`config.mk`:
```
export PLATFORM = sky130hd
export DESIGN_NAME = cfpa_front
export DESIGN_NICKNAME = d
export VERILOG_FILES = /design/src/design/complex_fixed_point_alu_unit_assert.svh /design/src/design/cfpa_pkg.sv /design/src/design/cfpa_front.sv
export SDC_FILE = /design/constraint.sdc
export NUM_CORES = 2
export LEC_CHECK = 0
export BUFFER_PORTS_ARGS = -buffer_cell sky130_fd_sc_hd__buf_4
export CORE_UTILIZATION = 47
export CTS_BUF_LIST = sky130_fd_sc_hd__clkbuf_4
export CTS_CLUSTER_DIAMETER = 30
export DETAILED_ROUTE_END_ITERATION = 12
export PLACE_DENSITY = 0.67
export SYNTH_ARGS = -nofsm -noshare
export SYNTH_HDL_FRONTEND = slang
export SYNTH_SLANG_ARGS = --single-unit
```
`constraint.sdc`:
```
create_clock -name clk -period 19.3 [get_ports clk]
set_input_delay 0.965 -clock clk [delete_from_list [all_inputs] [get_ports clk]]
set_output_delay 0.965 -clock clk [all_outputs]
set_load 0.02 [all_outputs]
```
`src/design/complex_fixed_point_alu_unit_assert.svh`:
```
// assertion helpers for the complex arithmetic unit
`ifndef COMPLEX_FIXED_POINT_ALU_UNIT_ASSERT_SVH
`define COMPLEX_FIXED_POINT_ALU_UNIT_ASSERT_SVH

// same-cycle implication, checked outside reset
`define CFPA_ASSERT_IMP(lbl, clk, rst_n, ante, cons) \
  lbl: assert property (@(posedge clk) disable iff (!rst_n) (ante) |-> (cons)) \
    else $error("cfpa assertion failed");

// next-cycle implication, checked outside reset
`define CFPA_ASSERT_NXT(lbl, clk, rst_n, ante, cons) \
  lbl: assert property (@(posedge clk) disable iff (!rst_n) (ante) |=> (cons)) \
    else $error("cfpa assertion failed");

`endif

```
`src/design/cfpa_pkg.sv`:
```
package cfpa_pkg;

  localparam int DATA_WIDTH_DEF = 16;
  localparam int FRAC_BITS_DEF  = 8;

  localparam logic [1:0] OP_ADD = 2'd0;
  localparam logic [1:0] OP_SUB = 2'd1;
  localparam logic [1:0] OP_MUL = 2'd2;
  localparam logic [1:0] OP_DIV = 2'd3;

  typedef struct packed {
    logic       vld;
    logic [1:0] op;
    logic       dz;
    logic       sat;
    logic       neg_re;
    logic       neg_im;
  } ctl_t;

endpackage

```
`src/design/cfpa_front.sv`:
```
module cfpa_front #(
  parameter int DATA_WIDTH = cfpa_pkg::DATA_WIDTH_DEF,
  parameter int FRAC_BITS  = cfpa_pkg::FRAC_BITS_DEF
) (
  input  logic                                   clk,
  input  logic                                   rst_n,
  input  logic                                   req,
  input  logic [1:0]                             action,
  input  logic signed [DATA_WIDTH-1:0]           a_re,
  input  logic signed [DATA_WIDTH-1:0]           a_im,
  input  logic signed [DATA_WIDTH-1:0]           b_re,
  input  logic signed [DATA_WIDTH-1:0]           b_im,
  output cfpa_pkg::ctl_t                         ctl,
  output logic [DATA_WIDTH-1:0]                  pre_re,
  output logic [DATA_WIDTH-1:0]                  pre_im,
  output logic [2*DATA_WIDTH+FRAC_BITS:0]        num_re,
  output logic [2*DATA_WIDTH+FRAC_BITS:0]        num_im,
  output logic [2*DATA_WIDTH:0]                  den
);

  localparam int W  = DATA_WIDTH;
  localparam int NW = 2*W+1+FRAC_BITS;
  localparam logic signed [2*W:0] MAXV = {{(W+2){1'b0}}, {(W-1){1'b1}}};
  localparam logic signed [2*W:0] MINV = {{(W+2){1'b1}}, {(W-1){1'b0}}};

  function automatic logic [W:0] clipw(input logic signed [2*W:0] x);
    logic [W:0] r;
    if (x > MAXV) begin
      r = {1'b1, MAXV[W-1:0]};
    end else if (x < MINV) begin
      r = {1'b1, MINV[W-1:0]};
    end else begin
      r = {1'b0, x[W-1:0]};
    end
    return r;
  endfunction

  logic                    s1_vld_r;
  logic [1:0]              s1_op_r;
  logic signed [W-1:0]     ar_r, ai_r, br_r, bi_r;

  logic                    s2_vld_r;
  logic [1:0]              s2_op_r;
  logic signed [2*W-1:0]   p_rr_r, p_ii_r, p_ri_r, p_ir_r, q_rr_r, q_ii_r;
  logic signed [W:0]       as_re_r, as_im_r;
  logic signed [W:0]       as_re_nxt, as_im_nxt;

  cfpa_pkg::ctl_t          ctl_r, ctl_nxt;
  logic [W-1:0]            pre_re_r, pre_im_r, pre_re_nxt, pre_im_nxt;
  logic [NW-1:0]           num_re_r, num_im_r, num_re_nxt, num_im_nxt;
  logic [2*W:0]            den_r, den_nxt;

  always_ff @(posedge clk) begin
    if (!rst_n) begin
      s1_vld_r <= 1'b0;
      s2_vld_r <= 1'b0;
      ctl_r    <= '0;
    end else begin
      s1_vld_r <= req;
      s2_vld_r <= s1_vld_r;
      ctl_r    <= ctl_nxt;
    end
  end

  always_ff @(posedge clk) begin
    s1_op_r  <= action;
    ar_r     <= a_re;
    ai_r     <= a_im;
    br_r     <= b_re;
    bi_r     <= b_im;
    s2_op_r  <= s1_op_r;
    p_rr_r   <= ar_r * br_r;
    p_ii_r   <= ai_r * bi_r;
    p_ri_r   <= ar_r * bi_r;
    p_ir_r   <= ai_r * br_r;
    q_rr_r   <= br_r * br_r;
    q_ii_r   <= bi_r * bi_r;
    as_re_r  <= as_re_nxt;
    as_im_r  <= as_im_nxt;
    pre_re_r <= pre_re_nxt;
    pre_im_r <= pre_im_nxt;
    num_re_r <= num_re_nxt;
    num_im_r <= num_im_nxt;
    den_r    <= den_nxt;
  end

  always_comb begin
    if (s1_op_r == cfpa_pkg::OP_SUB) begin
      as_re_nxt = $signed({ar_r[W-1], ar_r}) - $signed({br_r[W-1], br_r});
      as_im_nxt = $signed({ai_r[W-1], ai_r}) - $signed({bi_r[W-1], bi_r});
    end else begin
      as_re_nxt = $signed({ar_r[W-1], ar_r}) + $signed({br_r[W-1], br_r});
      as_im_nxt = $signed({ai_r[W-1], ai_r}) + $signed({bi_r[W-1], bi_r});
    end
  end

  logic signed [2*W:0] x_rr, x_ii, x_ri, x_ir, s_re, s_im, d_re, d_im, sh_re, sh_im;
  logic [2*W:0]        m_re, m_im;
  logic [W:0]          c_re, c_im;

  always_comb begin
    x_rr  = $signed({p_rr_r[2*W-1], p_rr_r});
    x_ii  = $signed({p_ii_r[2*W-1], p_ii_r});
    x_ri  = $signed({p_ri_r[2*W-1], p_ri_r});
    x_ir  = $signed({p_ir_r[2*W-1], p_ir_r});
    s_re  = x_rr - x_ii;
    s_im  = x_ri + x_ir;
    d_re  = x_rr + x_ii;
    d_im  = x_ir - x_ri;
    sh_re = s_re >>> FRAC_BITS;
    sh_im = s_im >>> FRAC_BITS;
    m_re  = d_re[2*W] ? (2*W+1)'(-d_re) : d_re;
    m_im  = d_im[2*W] ? (2*W+1)'(-d_im) : d_im;
    den_nxt    = {1'b0, q_rr_r} + {1'b0, q_ii_r};
    num_re_nxt = NW'(m_re) << FRAC_BITS;
    num_im_nxt = NW'(m_im) << FRAC_BITS;
    case (s2_op_r)
      cfpa_pkg::OP_MUL: begin
        c_re = clipw(sh_re);
        c_im = clipw(sh_im);
      end
      default: begin
        c_re = clipw({{W{as_re_r[W]}}, as_re_r});
        c_im = clipw({{W{as_im_r[W]}}, as_im_r});
      end
    endcase
    pre_re_nxt     = c_re[W-1:0];
    pre_im_nxt     = c_im[W-1:0];
    ctl_nxt.vld    = s2_vld_r;
    ctl_nxt.op     = s2_op_r;
    ctl_nxt.dz     = (s2_op_r == cfpa_pkg::OP_DIV) && (den_nxt == '0);
    ctl_nxt.sat    = c_re[W] | c_im[W];
    ctl_nxt.neg_re = d_re[2*W];
    ctl_nxt.neg_im = d_im[2*W];
  end

  assign ctl    = ctl_r;
  assign pre_re = pre_re_r;
  assign pre_im = pre_im_r;
  assign num_re = num_re_r;
  assign num_im = num_im_r;
  assign den    = den_r;

endmodule

```
## Word-level counts from Yosys, hierarchy flattened

Index checks and enable logic that the tools add are counted.
W data, S select, Z words.

- Mux-type cells: 14
- $add $sub $neg: 11
- Shift operators: 0
- Eq/ne operators: 3
- Magnitude comparators: 8
- Divide/modulo/power cells: 0
- Reduce and logical (&&, ||, !) cells: 2
- Multiply operators: 6
- Bitwise operators: 1

Operators by type and width:

| operator | count |
|---|---|
| $mux W17 | 12 |
| $mul A16 B16 Y32 | 6 |
| $add A32 B32 Y33 | 3 |
| $neg A33 Y33 | 2 |
| $sub A32 B32 Y33 | 2 |
| $mux W32 | 2 |
| $gt A25 B16 Y1 const B | 2 |
| $lt A25 B16 Y1 const B | 2 |
| $add A16 B16 Y17 | 2 |
| $gt A17 B16 Y1 const B | 2 |
| $lt A17 B16 Y1 const B | 2 |
| $sub A16 B16 Y17 | 2 |
| $logic_not A33 Y1 | 1 |
| $eq A2 B2 Y1 const B | 2 |
| $eq A2 B1 Y1 const B | 1 |
| $logic_and A1 B1 Y1 | 1 |
| $or A1 B1 Y1 | 1 |

- Bits in read-only memories: 0
- Register bits: 434
- Bits of input ports: 69
- Output and inout port bits: 154
- Memories: 0
- Latch bits: 0
- RAM bits: 0
- Logic and storage cells: 74

## Logic depth before layout (Yosys ltp)

- Word-level depth: 6
- Depth in mapped cells: 28
- Gate-level depth less buffers: 26

## Least setup slack after synthesis

No wires, ideal clock.

- Path type: register to register
- Start point: reg bi_r[1]
- End point: reg p_ri_r[31]
- Data required time: 19.228 ns
- Period minus slack after synthesis: 7.061 ns
- Setup time: 0.072 ns
- Arrival: 6.989 ns
- Path buffers: 2
- Setup slack: 12.239 ns
- Stages on the path, launching flop included: 26
- Cell sequence: dfxtp_1 -> clkbuf_1 -> clkbuf_1 -> nand2_1 -> fa_1 -> fa_1 -> inv_1 -> fa_1 -> inv_1 -> fa_1 -> inv_1 -> fa_1 -> fa_1 -> ha_1 -> a21o_1 -> or3_1 -> a211oi_1 -> o311ai_0 -> o31a_1 -> a31o_2 -> a221oi_1 -> o21ai_0 -> o31a_1 -> o21a_1 -> nor2_1 -> xnor2_1

- Word-level cells in the longest chain between the ends: 1

RTL lines:

| element | RTL line | RTL |
|---|---|---|
| start: declaration | cfpa_front.sv:40 | `logic signed [W-1:0] ar_r, ai_r, br_r, bi_r;` |
| start signal: assignment | cfpa_front.sv:70 | `bi_r <= b_im;` |
| $mul A16 B16 Y32 | cfpa_front.sv:74 | `p_ri_r <= ar_r * bi_r;` |
| end signal: assignment | cfpa_front.sv:74 |  |
| end: declaration | cfpa_front.sv:44 | `logic signed [2*W-1:0] p_rr_r, p_ii_r, p_ri_r, p_ir_r, q_rr_r, q_ii_r;` |

No other way between the ends.
A chain may end at the register's enable or synchronous reset.

## Final worst setup path

- Start point: reg bi_r[2]
- End point: reg p_ri_r[31]

The elaborated chain is that of the path after synthesis.

==> results.py <==
metrics = {
    "clock_network": {
        "cts_tree": "done",
        "cts_max_level": 4,
        "clkSlewWorstSetupHoldPaths_ps": 60,
        "clkLatencyLatePin_ps": 1280,
        "clock_sinks": 432,
        "cts.path.max_buffers": 3,
        "numCtsBuffers": 143,
        "cts_root_buffer": "clkbuf_4",
        "cts_setup_buffers": 0,
    },
    "floorplan": {
        "core-area_um2": 161300,
        "start_util_pct": 47.60,
        "die_h_um": 406.2,
        "die_w_um": 406.2,
        "die_area_um2": 165000,
        "rows": 147,
        "ioPinCount": 223,
    },
    "route": {
        "drcViolationCount": 0,
        "vias": 56490,
        "viasPerCell": 5.192,
        "wirelength_um": 202400,
        "wl_per_cell_um": 18.60,
        "ant_nets": 0,
        "drt_iter0_markers": 3702,
        "drt_first_pass_iters": 6,
    },
    "finish": {
        "syn_to_final_growth_pct": 8.055,
        "final_area_um2": 82960,
        "drive_gt1_share_pct": 6.837,
        "utilization_pct": 51.43,
        "final_nets": 10910,
    },
    "sta": {
        "tns_ps": 0,
        "worst_pin_slew_ps": 1210,
        "period_needed_ps": 8003,
        "final_hold_viol_count": 0,
        "drv_slew": 0,
        "max_freq_ghz": 0.1250,
        "maxSlewHeadroom_pct": 18.80,
        "setup_viol": 0,
        "setup_slack_ps": 11300,
        "rsz0062_at_grt": "false",
        "period_share_pct": 41.47,
        "clock_skew_ps": 93.49,
    },
    "setup_path": {
        "cp-end-kind": "flip-flop",
        "crit_path_start": "bi_r[2]",
        "cpPeakStageDelay_ps": 580,
        "setup.worst_path.start_class": "flip-flop",
        "arrival_ps": 9190,
        "worstPathMaxFanout": 30,
        "r2r_start": "bi_r[2]",
        "r2r_end": "p_ri_r[31]",
        "reg2reg_slack_ps": 11300,
        "crit_path_top_delay_cell": "dfxtp_2",
        "crit_path_end": "p_ri_r[31]",
        "crit_top_cell": "fa_1",
        "critical_path_class": "reg2reg",
        "crit_chain": "buf_4 > nand2_1 > fa_1 > fa_1 > inv_1 > fa_1 > inv_1 > fa_1 > inv_1 > fa_1 > fa_1 > ha_1 > a21o_1 > or3_1 > a211oi_1 > o311ai_0 > o31a_1 > a31o_2 > a221oi_1 > o21ai_0 > o31a_1 > o21a_1 > nor2_1 > xnor2_1",
        "cp_data_required_time_ps": 20480,
        "reg2reg_depth": 24,
    },
    "global_routing": {
        "antenna_found_initial": 10,
        "grt_max_degree": 58,
        "grt_first_pass_wirelength_um": 328400,
        "gr-total-overflow": 0,
        "grt_pass1_vias": 60290,
        "grt_util_all_layers_pct": 25.70,
    },
    "yosys": {
        "ys_warn_count": 0,
        "yosysSeqAreaShare_pct": 11.26,
        "synth_cell_type_count": 85,
        "synthArstFlopShare_pct": 0,
        "synth_area_um2": 76780,
        "synthFlopType": "dfxtp_1",
        "synth-seq-cells": 432,
        "synthCells": 8442,
        "synth_edf_count": 0,
        "syn_avg_cell_area_um2": 9.095,
    },
    "placed_design": {
        "gp_congestion": 0.8979,
        "place_ws_ps": 11460,
        "placed_cell_area_um2": 80310,
        "dp_hpwl_um": 155800,
        "portBuffers": 206,
    },
    "min_path": {
        "hp-class": "in2reg",
    },
    "run_status": {
        "status": "finished clean",
    },
    "run": {
        "cap_viol_max_count": 0,
    },
}
[critical path, delay by kind of cell (launching register included)]
family / cells / cell delay, ps
AOI/OAI and AO/OA: 9 / 2550
xor gates and xnor gates: 1 / 130
adders and majority gates: 7 / 3400
buffers and inverters: 4 / 670
DFF: 1 / 580
and+or+nand+nor: 3 / 580
[layout by cell type, fill, tap and decap left out, types with 67 or more instances in the layout]
cell           Yosys  final
ha_1             716    716
inv_1           1938   1938
buf_4             17    280
fa_1            1519   1519
and2_1           549    549
clkbuf_4           0    182
nor3_1            72     72
o21ai_0          162    162
dlygate4sd3_1      0     67
a21oi_1          324    324
nand2_1          772    772
xor2_1            99     99
nor2_1           395    395
xnor2_1          356    356
dfxtp_1          432    403
a21o_1            93     93
[cells in the mapped netlist (all sizes together) (24+ instances only)]
cell type	count	area, um2
ha	716	8959
buf	47	244.0
and2	549	3435
nor2	395	1483
o21bai	45	337.8
inv	1941	7286
a211oi	24	180.2
a31oi	35	219.0
nand2	772	2898
a21o	93	698.2
nand3	48	240.2
or2	28	175.2
nand2b	59	369.1
xnor2	356	3118
and3	34	212.7
o31ai	28	210.2
a21oi	325	1630
nor2b	43	269.0
xor2	99	867.1
fa	1519	30410
o21a	35	262.8
or3	28	175.2
o21ai	170	854.6
dfxtp	432	8648
clkbuf	298	1119
nor3	72	360.4
[layer usage]
metal  global-route usage [%]  share of wire [%]  vias up
li1                         -                  -    25820
met1                    33.13                 41    28400
met2                    41.54                 47     1894
met3                    5.058                7.5      372
met4                    12.00                5.1        6
met5                        0              0.017        -
[cells by family after synthesis]
logic type | synth area share [%]
simple gates | 13.16
mux | 0.1076
xor+xnor | 5.191
fa+ha+maj | 51.28
buf+inv | 11.32
other cells | 0.004884
flops | 11.26
compound gates | 7.671
[metrics by stage]
step                cells  hold slack (ps)
floorplan            8457            343.6
global placement    10550            357.4
detailed placement  10550            355.5
CTS                 10860            83.32
global route        10880            166.1
finish              10880            212.6
[how the worst min path moves through the flow]
stage / cells after the start / from / to
after detailed placement: 0 / s1_op_r[0] / s2_op_r[0]
after global routing: 2 / rst_n / ctl[1]
after floorplan: 0 / s1_op_r[1] / s2_op_r[1]
final: 2 / rst_n / ctl[1]
after global placement: 0 / s1_op_r[0] / s2_op_r[0]
after CTS: 2 / rst_n / ctl[1]
[final cells by class]
| type | instances | area, um2 |
|---|---|---|
| multi-input cells | 5727 | 59490 |
| clock buffers | 182 | 1366 |
| fillers | 14860 | 78340 |
| repair buffers | 347 | 2773 |
| inverters | 1953 | 7331 |
| clock inverters | 62 | 568.0 |
| well taps | 2160 | 2703 |
| diodes | 17 | 42.54 |
| flip-flops and latches | 432 | 8685 |
[state kept, by name, indices dropped and copies added (netlist names), 17 cells and up]
register	flops
den	33
num_im	33
num_re	33
p_ii_r	32
p_ir_r	32
p_ri_r	32
p_rr_r	32
q_ii_r	31
q_rr_r	31
as_im_r	17
as_re_r	17
[timing repair]
| action | in CTS | in global routing |
|---|---|---|
| hold buffers | 67 | 0 |
| endpoints found under the hold margin | 67 | 0 |
| resized for setup | 0 | 0 |
Power is left out: the tool's default activity adds up to more than one toggle a clock period on the data nets, which glitch-free logic cannot reach.
